===== src/frq_pkg.sv =====
`timescale 1ns / 1ps
// Package for the ready queue: command, status and state codes, field widths
// and default sizes. It depends on nothing; the top level and testbench use it.
package frq_pkg;

  localparam int unsigned QUEUE_DEPTH_DEF = 16;
  localparam int unsigned ID_W            = 8;
  localparam int unsigned COUNT_W         = 5;

  typedef enum logic [1:0] {
    CMD_ADD     = 2'd0,
    CMD_DEQUEUE = 2'd1,
    CMD_REMOVE  = 2'd2,
    CMD_QUERY   = 2'd3
  } cmd_e;

  typedef enum logic [1:0] {
    ST_OK        = 2'd0,
    ST_EMPTY     = 2'd1,
    ST_FULL      = 2'd2,
    ST_NOT_FOUND = 2'd3
  } status_e;

  typedef enum logic [1:0] {
    S_IDLE,
    S_DEQ,
    S_SCAN,
    S_SHIFT
  } state_e;

endpackage


===== src/fifo_ready_queue_with_remove_unit.sv =====
`timescale 1ns / 1ps
// Top level of the ready queue of thread ids: control sequencer around one RAM.
// It depends on frq_pkg and frq_ram.
//
// A command is taken when start is high and busy is low, and its one result
// appears for a single cycle with done_o high; the receiver cannot stall it.
// The ids sit in a circular buffer in one RAM with a head pointer and a count,
// and the single RAM read port sets the timing. Add and every command on an
// empty queue give their result straight from the idle state; dequeue first
// reads the head entry. Query and remove scan from the head one entry per cycle
// and stop at the first hit or after the last entry. Remove then closes the gap
// by moving every later entry down one place, one per cycle, and gives its
// result once every later entry has moved. A command may be taken in the cycle
// its predecessor's result is shown.
module fifo_ready_queue_with_remove_unit #(
  parameter int unsigned QUEUE_DEPTH = frq_pkg::QUEUE_DEPTH_DEF
) (
  input  logic                         clk_i,
  input  logic                         rst_ni,
  input  logic                         start,
  output logic                         busy,
  input  logic [1:0]                   command_i,
  input  logic [frq_pkg::ID_W-1:0]     thread_id_i,
  output logic                         done_o,
  output logic [1:0]                   status_o,
  output logic                         found_o,
  output logic [frq_pkg::ID_W-1:0]     out_thread_id_o,
  output logic [frq_pkg::COUNT_W-1:0]  queue_count_o
);

  localparam int unsigned AW = $clog2(QUEUE_DEPTH);
  localparam int unsigned CW = $clog2(QUEUE_DEPTH + 1);
  localparam int unsigned SW = AW + 1;

  function automatic logic [AW-1:0] phys(input logic [AW-1:0] base,
                                         input logic [CW-1:0] off);
    logic [SW-1:0] sum;
    sum = SW'(base) + SW'(off);
    if (sum >= SW'(QUEUE_DEPTH)) begin
      sum = sum - SW'(QUEUE_DEPTH);
    end
    return sum[AW-1:0];
  endfunction

  frq_pkg::state_e  state_q, state_d;
  frq_pkg::cmd_e    cmd_q, cmd_d;
  frq_pkg::status_e status_q, status_d;
  logic [AW-1:0]    head_q, head_d;
  logic [CW-1:0]    count_q, count_d;
  logic [CW-1:0]    idx_q, idx_d;
  logic [CW-1:0]    pidx_q, pidx_d;
  logic             pend_q, pend_d;
  logic [frq_pkg::ID_W-1:0] id_q, id_d;
  logic             done_q, done_d;
  logic             found_q, found_d;
  logic [frq_pkg::ID_W-1:0] tid_q, tid_d;

  logic             ram_we;
  logic [AW-1:0]    ram_waddr;
  logic [frq_pkg::ID_W-1:0] ram_wdata;
  logic [AW-1:0]    ram_raddr;
  logic [frq_pkg::ID_W-1:0] ram_rdata;

  logic             accept;
  logic             is_empty;
  logic             is_full;
  logic             issue;
  logic             hit;
  logic             last;
  logic [CW+frq_pkg::COUNT_W-1:0] count_ext;

  frq_ram #(
    .WIDTH (frq_pkg::ID_W),
    .DEPTH (QUEUE_DEPTH)
  ) u_ram (
    .clk_i   (clk_i),
    .we_i    (ram_we),
    .waddr_i (ram_waddr),
    .wdata_i (ram_wdata),
    .raddr_i (ram_raddr),
    .rdata_o (ram_rdata)
  );

  assign busy     = (state_q != frq_pkg::S_IDLE);
  assign accept   = start && !busy;
  assign is_empty = (count_q == '0);
  assign is_full  = (count_q == CW'(QUEUE_DEPTH));
  assign issue    = (idx_q < count_q);
  assign hit      = pend_q && (ram_rdata == id_q);
  assign last     = (CW'(pidx_q + 1'b1) == count_q);

  always_comb begin
    state_d = state_q;
    unique case (state_q)
      frq_pkg::S_IDLE: begin
        if (accept) begin
          unique case (frq_pkg::cmd_e'(command_i))
            frq_pkg::CMD_ADD:     state_d = frq_pkg::S_IDLE;
            frq_pkg::CMD_DEQUEUE: state_d = is_empty ? frq_pkg::S_IDLE : frq_pkg::S_DEQ;
            frq_pkg::CMD_REMOVE,
            frq_pkg::CMD_QUERY:   state_d = is_empty ? frq_pkg::S_IDLE : frq_pkg::S_SCAN;
            default:              state_d = frq_pkg::S_IDLE;
          endcase
        end
      end
      frq_pkg::S_DEQ: begin
        state_d = frq_pkg::S_IDLE;
      end
      frq_pkg::S_SCAN: begin
        priority if (hit) begin
          state_d = (cmd_q == frq_pkg::CMD_REMOVE) ? frq_pkg::S_SHIFT : frq_pkg::S_IDLE;
        end else if (pend_q && last) begin
          state_d = frq_pkg::S_IDLE;
        end else begin
          state_d = frq_pkg::S_SCAN;
        end
      end
      frq_pkg::S_SHIFT: begin
        if (!issue && !pend_q) begin
          state_d = frq_pkg::S_IDLE;
        end
      end
      default: state_d = frq_pkg::S_IDLE;
    endcase
  end

  always_comb begin
    cmd_d     = cmd_q;
    id_d      = id_q;
    head_d    = head_q;
    count_d   = count_q;
    idx_d     = idx_q;
    pidx_d    = pidx_q;
    pend_d    = pend_q;
    done_d    = 1'b0;
    status_d  = frq_pkg::ST_OK;
    found_d   = 1'b0;
    tid_d     = '0;
    ram_we    = 1'b0;
    ram_waddr = phys(head_q, count_q);
    ram_wdata = id_q;
    ram_raddr = phys(head_q, idx_q);
    unique case (state_q)
      frq_pkg::S_IDLE: begin
        if (accept) begin
          cmd_d  = frq_pkg::cmd_e'(command_i);
          id_d   = thread_id_i;
          idx_d  = '0;
          pend_d = 1'b0;
          unique case (frq_pkg::cmd_e'(command_i))
            frq_pkg::CMD_ADD: begin
              done_d = 1'b1;
              if (is_full) begin
                status_d = frq_pkg::ST_FULL;
              end else begin
                ram_we    = 1'b1;
                ram_wdata = thread_id_i;
                count_d   = CW'(count_q + 1'b1);
              end
            end
            frq_pkg::CMD_DEQUEUE: begin
              ram_raddr = head_q;
              if (is_empty) begin
                done_d   = 1'b1;
                status_d = frq_pkg::ST_EMPTY;
              end
            end
            frq_pkg::CMD_REMOVE,
            frq_pkg::CMD_QUERY: begin
              if (is_empty) begin
                done_d   = 1'b1;
                status_d = frq_pkg::ST_NOT_FOUND;
              end
            end
            default: ;
          endcase
        end
      end
      frq_pkg::S_DEQ: begin
        done_d  = 1'b1;
        tid_d   = ram_rdata;
        head_d  = phys(head_q, CW'(1));
        count_d = CW'(count_q - 1'b1);
      end
      frq_pkg::S_SCAN: begin
        if (issue) begin
          idx_d = CW'(idx_q + 1'b1);
        end
        pend_d = issue;
        pidx_d = idx_q;
        priority if (hit) begin
          if (cmd_q == frq_pkg::CMD_REMOVE) begin
            idx_d  = CW'(pidx_q + 1'b1);
            pend_d = 1'b0;
          end else begin
            done_d  = 1'b1;
            found_d = 1'b1;
          end
        end else if (pend_q && last) begin
          done_d   = 1'b1;
          status_d = frq_pkg::ST_NOT_FOUND;
        end else begin
          done_d = 1'b0;
        end
      end
      frq_pkg::S_SHIFT: begin
        if (issue) begin
          idx_d = CW'(idx_q + 1'b1);
        end
        pend_d = issue;
        pidx_d = idx_q;
        if (pend_q) begin
          ram_we    = 1'b1;
          ram_waddr = phys(head_q, CW'(pidx_q - 1'b1));
          ram_wdata = ram_rdata;
        end
        if (!issue && !pend_q) begin
          count_d = CW'(count_q - 1'b1);
          done_d  = 1'b1;
          found_d = 1'b1;
        end
      end
      default: ;
    endcase
  end

  always_ff @(posedge clk_i or negedge rst_ni) begin
    if (!rst_ni) begin
      state_q <= frq_pkg::S_IDLE;
      head_q  <= '0;
      count_q <= '0;
      pend_q  <= 1'b0;
      done_q  <= 1'b0;
    end else begin
      state_q <= state_d;
      head_q  <= head_d;
      count_q <= count_d;
      pend_q  <= pend_d;
      done_q  <= done_d;
    end
  end

  always_ff @(posedge clk_i) begin
    cmd_q    <= cmd_d;
    id_q     <= id_d;
    idx_q    <= idx_d;
    pidx_q   <= pidx_d;
    status_q <= status_d;
    found_q  <= found_d;
    tid_q    <= tid_d;
  end

  assign count_ext       = {{frq_pkg::COUNT_W{1'b0}}, count_q};
  assign done_o          = done_q;
  assign status_o        = status_q;
  assign found_o         = found_q;
  assign out_thread_id_o = tid_q;
  assign queue_count_o   = count_ext[frq_pkg::COUNT_W-1:0];

endmodule


===== src/frq_ram.sv =====
`timescale 1ns / 1ps
// Generic single-clock RAM with one write port and one registered read port.
// It depends on nothing.
module frq_ram #(
  parameter int unsigned WIDTH = 8,
  parameter int unsigned DEPTH = 16,
  localparam int unsigned AW   = (DEPTH > 1) ? $clog2(DEPTH) : 1
) (
  input  logic             clk_i,
  input  logic             we_i,
  input  logic [AW-1:0]    waddr_i,
  input  logic [WIDTH-1:0] wdata_i,
  input  logic [AW-1:0]    raddr_i,
  output logic [WIDTH-1:0] rdata_o
);

  logic [WIDTH-1:0] mem_q [DEPTH];

  always_ff @(posedge clk_i) begin
    if (we_i) begin
      mem_q[waddr_i] <= wdata_i;
    end
    rdata_o <= mem_q[raddr_i];
  end

endmodule


===== config.mk =====
export PLATFORM = sky130hd
export DESIGN_NAME = fifo_ready_queue_with_remove_unit
export DESIGN_NICKNAME = d
export VERILOG_FILES = /design/src/frq_pkg.sv /design/src/fifo_ready_queue_with_remove_unit.sv /design/src/frq_ram.sv
export SDC_FILE = /design/constraint.sdc
export NUM_CORES = 1
export LEC_CHECK = 0
export BUFFER_PORTS_ARGS = -buffer_cell sky130_fd_sc_hd__buf_2
export CORE_MARGIN = 1
export CORE_UTILIZATION = 40
export DETAILED_ROUTE_END_ITERATION = 10
export PLACE_DENSITY = 0.62
export SLEW_MARGIN = 20
export SYNTH_ARGS = -nofsm -noshare
export SYNTH_HDL_FRONTEND = slang
export SYNTH_SLANG_ARGS = --single-unit

===== constraint.sdc =====
create_clock -name clk_i -period 3.65 [get_ports clk_i]
set_input_delay 0.365 -clock clk_i [delete_from_list [all_inputs] [get_ports clk_i]]
set_output_delay 0.365 -clock clk_i [all_outputs]
set_load 0.02 [all_outputs]

# Yosys cells after proc, flatten, opt, wreduce, memory -nomap -nowiden

Memories as Yosys holds them, arrays and structs flattened. A register that Yosys moved wholly into a read port is not among the register bits.
Cells that the tools add are included.

Flip-flop bits (word level): 44
Memory bits (writable): 128
Input port bits: 13
Memories: 1

Memories:

| memory      | depth | bits a word | read ports | clocked after Yosys merged registers in | write ports | line          | RTL |
|---|---|---|---|---|---|---|---|
| u_ram.mem_q | 16    | 8           | 1          | 1                                       | 1           | frq_ram.sv:17 | `logic [WIDTH-1:0] mem_q [DEPTH];` |

Add/subtract/negate cells: 13
Order comparisons: 5
Equal/unequal tests: 14
Muxes and demuxes: 62
Reduce and logical (&&, ||, !) cells: 20

Operator list:

| operator                                                            | count |
|---|---|
| 5-bit 2-to-1 mux                                                    | 8 |
| 4-bit 2-to-1 mux                                                    | 9 |
| 8-bit 2-to-1 mux                                                    | 4 |
| 5-bit one-hot mux with 3 select lines                               | 2 |
| 2-bit 2-to-1 mux                                                    | 11 |
| 5-bit >= comparator (second input constant)                         | 4 |
| 1-bit 2-to-1 mux                                                    | 18 |
| 8-bit one-hot mux with 2 select lines                               | 1 |
| 4-bit by 1-bit subtractor with 4-bit output (second input constant) | 4 |
| 4-bit by 5-bit adder with 5-bit output                              | 3 |
| 5-bit by 1-bit adder with 5-bit output (second input constant)      | 3 |
| 2-bit one-hot mux with 3 select lines                               | 2 |
| 2-bit equality test (second input constant)                         | 5 |
| 5-bit by 1-bit subtractor with 5-bit output (second input constant) | 2 |
| 8-bit equality test                                                 | 1 |
| 2-bit one-hot mux with 4 select lines                               | 1 |
| 2-bit inequality test (second input constant)                       | 3 |
| 1-bit one-hot mux with 2 select lines                               | 3 |
| 2-bit AND reduction                                                 | 3 |
| 3-bit nonzero test                                                  | 2 |
| 4-bit by 1-bit adder with 5-bit output (second input constant)      | 1 |
| 5-bit equality test                                                 | 1 |
| 5-bit equality test (second input constant)                         | 1 |
| 5-bit logical NOT                                                   | 1 |
| 13 further kinds                                                    | 21 |

# Longest topological paths before layout

Depth after elaboration: 7
Gate-level depth with buffers: 12
Gate-level depth less buffers: 12

# By module

From an unflattened synthesis, not the netlist that was laid out.

Cell total of the unflattened synthesis: 507
Area total of the unflattened synthesis: 8039.0 sq um

Modules (own cells, without submodules):

| module                            | instances | cells an instance | area an instance (sq um) |
|---|---|---|---|
| frq_ram                           | 1         | 229               | 5147.4 |
| fifo_ready_queue_with_remove_unit | 1         | 278               | 2891.5 |

# Worst setup path after synthesis

No wires, ideal clock.

Path kind: register to register
From: register head_q[1]
To: memory u_ram.mem_q[1][0] (enable)
Setup time: 0.383 ns
Data arrival time: 2.885 ns
Required time: 3.267 ns
Setup slack: 0.382 ns
Cell stages (with the launch flop): 13
Path buffers: 0
Clock period less this slack: 3.268 ns
Cells stage by stage: dfrtp_1 inv_1 ha_1 inv_1 ha_1 inv_1 fa_1 xnor2_1 xnor2_1 nor2_1 a21oi_1 xnor2_1 nor3_1

Word-level cells in the longest chain between the ends: 5
Elaborated cells on any way between the ends: 10
Classes of those cells: add/sub (4); order compare (2); mux (4)

Ends and longest elaborated chain:

| item                                                                               | line                                                                             | RTL |
|---|---|---|
| from (decl)                                                                        | fifo_ready_queue_with_remove_unit.sv:48                                          | `logic [AW-1:0] head_q, head_d;` |
| from (signal assigned)                                                             | fifo_ready_queue_with_remove_unit.sv:230                                         | `head_q <= '0;` |
| from (signal assigned)                                                             | fifo_ready_queue_with_remove_unit.sv:236                                         | `head_q <= head_d;` |
| 4-bit by 5-bit adder with 5-bit output                                             | fifo_ready_queue_with_remove_unit.sv:38                                          | `sum = SW'(base) + SW'(off);` |
| 4-bit by 1-bit subtractor with 4-bit output or 5-bit >= comparator (tied branches) | fifo_ready_queue_with_remove_unit.sv:40, fifo_ready_queue_with_remove_unit.sv:39 |  |
| 4-bit 2-to-1 mux                                                                   | fifo_ready_queue_with_remove_unit.sv:39                                          | `if (sum >= SW'(QUEUE_DEPTH)) begin` |
| 4-bit 2-to-1 mux                                                                   | fifo_ready_queue_with_remove_unit.sv:212                                         | `if (pend_q) begin` |
| 4-bit 2-to-1 mux *                                                                 | fifo_ready_queue_with_remove_unit.sv:143                                         | `unique case (state_q)` |
| to (decl)                                                                          | frq_ram.sv:17                                                                    |  |

Mark *: on every way between the ends. The rest lies on a longest branch, timed or not.

# Worst setup path after layout

From: register pidx_q[1]
To: memory u_ram.mem_q[9][0] (enable)

Word-level cells in the longest chain between the ends: 6
Elaborated cells on any way between the ends: 7
Classes of those cells: add/sub (3); order compare (1); mux (3)

Ends and longest elaborated chain:

| item                                                                               | line                                                                             | RTL |
|---|---|---|
| from (decl)                                                                        | fifo_ready_queue_with_remove_unit.sv:51                                          | `logic [CW-1:0] pidx_q, pidx_d;` |
| from (signal assigned)                                                             | fifo_ready_queue_with_remove_unit.sv:247                                         | `pidx_q <= pidx_d;` |
| 5-bit by 1-bit subtractor with 5-bit output *                                      | fifo_ready_queue_with_remove_unit.sv:214                                         | `ram_waddr = phys(head_q, CW'(pidx_q - 1'b1));` |
| 4-bit by 5-bit adder with 5-bit output *                                           | fifo_ready_queue_with_remove_unit.sv:38                                          |  |
| 4-bit by 1-bit subtractor with 4-bit output or 5-bit >= comparator (tied branches) | fifo_ready_queue_with_remove_unit.sv:40, fifo_ready_queue_with_remove_unit.sv:39 |  |
| 4-bit 2-to-1 mux *                                                                 | fifo_ready_queue_with_remove_unit.sv:39                                          |  |
| 4-bit 2-to-1 mux *                                                                 | fifo_ready_queue_with_remove_unit.sv:212                                         |  |
| 4-bit 2-to-1 mux *                                                                 | fifo_ready_queue_with_remove_unit.sv:143                                         |  |

Marks and branches as above.

==> flow_metrics.tcl <==
set metrics [dict create \
    synth_seq_area_share_pct 63.1 \
    fmax_ghz 0.288 \
    syn_avg_cell_area_um2 12.7 \
    netlist_area_um2 8170 \
    gr-usage-met2_pct 32.1 \
    die-width_um 145 \
    syn_to_final_growth_pct 14.7 \
    gp_congestion 0.890 \
    ys_warn_count 0 \
    grt_pass1_wl_um 30400 \
    nets 740 \
    grt.busiest_layer "met2" \
    portBuffers 30 \
    worstPathArrival_ns 3.68 \
    worst_pin_slew_ns 1.01 \
    synth-adder-area-share_pct 4.66 \
    start_kind "flip-flop" \
    setup_ws_ns 0.174 \
    rsz0062_at_grt "yes" \
    hp-class "primary input to flip-flop" \
    dr.first_iter.drc_count 711 \
    muxShareOfSynthArea_pct 4.83 \
    dp_slack_ns 0.198 \
    synthCells 641 \
    synth-compound-area-share_pct 10.0 \
    met1_usage_pct 27.2 \
    grt.met3_usage_pct 4.44 \
    rrSetupSlack_ns 0.17 \
    clk_pin_slew_worst_paths_ns 0.08 \
    fin_util_pct 47.5 \
    dieHeight_um 145 \
    routed_via_density 5.54 \
    ys_types 45 \
    routedWlPerCell_um 20.2 \
    io_pins 31 \
    post_cts_buffers 0 \
    drive_above_1_share_pct 15.4 \
    cts_tree "yes" \
    synth_simple_gate_area_share_pct 10.1 \
    synth_top_family_by_area "simple AND/OR/NAND/NOR gates" \
    syn_nets 682 \
    crit_required_ns 3.85 \
    min_path_cells 1 \
    slew_headroom_pct 31.9 \
    drcViolationCount 0 \
    rows 51 \
    grt_usage_pct 20.2 \
    vias 5408 \
    drt_wl_total_um 19700 \
    hold-worst-slack_ns 0.127 \
    final_hold_viol_count 0 \
    synth_seq_cells 180 \
    setup.worst_path.end_class "flip-flop" \
    drt_pre_antenna_iters 5 \
    hpwl_um 13300 \
    grt_max_degree 65 \
    antenna_cells 0 \
    die_area_um2 21000 \
    setup_viol 0 \
    maxCapViolations 0 \
    antenna_found_initial 0 \
    insertion_delay_ns 0.44 \
    gr-total-overflow 0 \
    fin_crit_sh_pct 95.2 \
    core_um2 19700 \
    ant_nets 0 \
    startpoint "pidx_q[1]" \
    r2r_start "pidx_q[1]" \
    start_util_pct 41.4 \
    ff2ff_path_depth 14 \
    finalMaxSlewViolations 0 \
    min-delay-start "thread_id_i[2]" \
    criticalPathCategory "flip-flop to flip-flop" \
    clockBufferDepth 2 \
    root_buffer "clkbuf_16" \
    numCtsBuffers 17 \
    grt_pass1_vias 5359 \
    period_minus_slack_ns 3.48 \
    cp_max_fo 8 \
    h-tree-depth 4 \
    outcome "completed" \
    synth-xor-area-share_pct 4.20 \
    fin_skew_ns 0.0138 \
    cts.sinks 180 \
]
-- what timing repair did --
| action | CTS | global route |
|---|---|---|
| hold buffers | 1 | 0 |
| endpoints found under the setup margin | 0 | 40 |
| gates resized for setup | 0 | 1 |
| endpoints found under the hold margin | 13 | 0 |
-- cell usage in the layout, fill, tap and decap left out, types with 4 or more instances in the layout --
cell	instances
a32oi_1	32
a31oi_1	4
dfxtp_1	19
dfrtp_1	13
edfxtp_1	148
nand3_1	5
o21a_1	4
nor2_1	13
nand2_1	123
nor2b_1	4
buf_4	31
and2_1	9
clkbuf_16	17
inv_8	5
ha_1	24
inv_1	24
nor3_1	15
o21ai_0	15
buf_2	30
mux2_2	4
a21o_1	5
mux2i_1	29
xnor2_1	26
o22ai_1	5
fa_1	4
nor3_2	4
xor2_1	10
a21oi_1	41
nand2b_1	5
a22oi_1	9
-- logic make-up (layout without fill, tap and decap cells) --
| family | Yosys count | count (layout) |
|---|---|---|
| xor gates and xnor gates | 37 | 37 |
| and+or+nand+nor | 187 | 187 |
| buffers and inverters | 50 | 121 |
| AOI/OAI and AO/OA | 123 | 123 |
| muxes | 36 | 36 |
| adders and majority gates | 28 | 28 |
| DFF | 180 | 180 |
-- critical path, stage by stage (launching register included) --
cell and delay [ns]:
edfxtp_1 0.43, inv_1 0.09, ha_1 0.22, inv_1 0.06
ha_1 0.13, inv_1 0.05, fa_1 0.37, xnor2_1 0.18
xnor2_1 0.15, nor2_1 0.06, a21oi_1 0.20, buf_4 0.15
xor2_1 0.75, nor3_1 0.17, buf_4 0.22
-- per-stage QoR --
stage / std cells / setup TNS, ns / instance area [um2]
floorplan: 641 / 0 / 8170
global placement: 944 / 0 / 8770
detailed placement: 944 / 0 / 8770
CTS: 977 / 0 / 9350
global route: 977 / -0.665 / 9370
finish: 977 / 0 / 9370
-- metal layers --
layer	vias up	share of wire [%]
met3	44	6.6
met4	0	2.3
met5	-	0
met1	2657	44
li1	2471	-
met2	236	47
-- flip-flops by register name, summed over array words and instances (netlist names), 4 cells and up --
register / cells
queue_count_o: 5
head_q: 4
idx_q: 5
out_thread_id_o: 8
u_ram.mem_q: 128
u_ram.rdata_o: 8
id_q: 8
pidx_q: 5
-- area by class of cell --
cell class / count / area [um2]
multi-input cells: 411 / 2780
clock buffers: 17 / 425
well taps: 265 / 332
fillers: 1706 / 10300
flip-flops and latches: 180 / 5150
inverters: 24 / 90.1
clock inverters: 15 / 144
repair buffers: 65 / 453
-- path summary, 6_finish.rpt --
check / end
max: u_ram.mem_q[9][0]
min: id_q[2]
max reg2reg: u_ram.mem_q[9][0]
min reg2reg: out_thread_id_o[0]
max in group asynchronous: done_o
min in group asynchronous: queue_count_o[3]
-- Yosys cell counts, drive strengths merged --
cell,count,area share [%]
nand3b,1,0.092
o211ai,1,0.092
o31ai,1,0.092
xor2,10,1.1
a21oi,41,2.5
or2,1,0.077
ha,24,3.7
dfxtp,19,4.7
mux2,4,0.55
nand4b,2,0.40
and3,1,0.077
edfxtp,148,54
inv,24,1.1
a22oi,9,0.83
nor2,13,0.60
o21a,4,0.37
nand4,3,0.23
xnor2,27,3.1
mux2i,32,4.3
nor4,1,0.077
nand2,123,5.7
o41a,1,0.14
fa,4,0.98
nor2b,4,0.31
a31oi,4,0.31
o21ai,19,1.2
a32oi,32,3.4
nor3,19,1.2
buf,19,1.8
o22ai,5,0.38
a2111oi,1,0.18
nand3,5,0.31
clkbuf,7,0.32
dfrtp,13,4.0
and2,9,0.69
a21o,5,0.46
nand2b,5,0.38
Power is not shown: default switching activity piles up to over one toggle a cycle in this logic, so the estimate is an artifact.
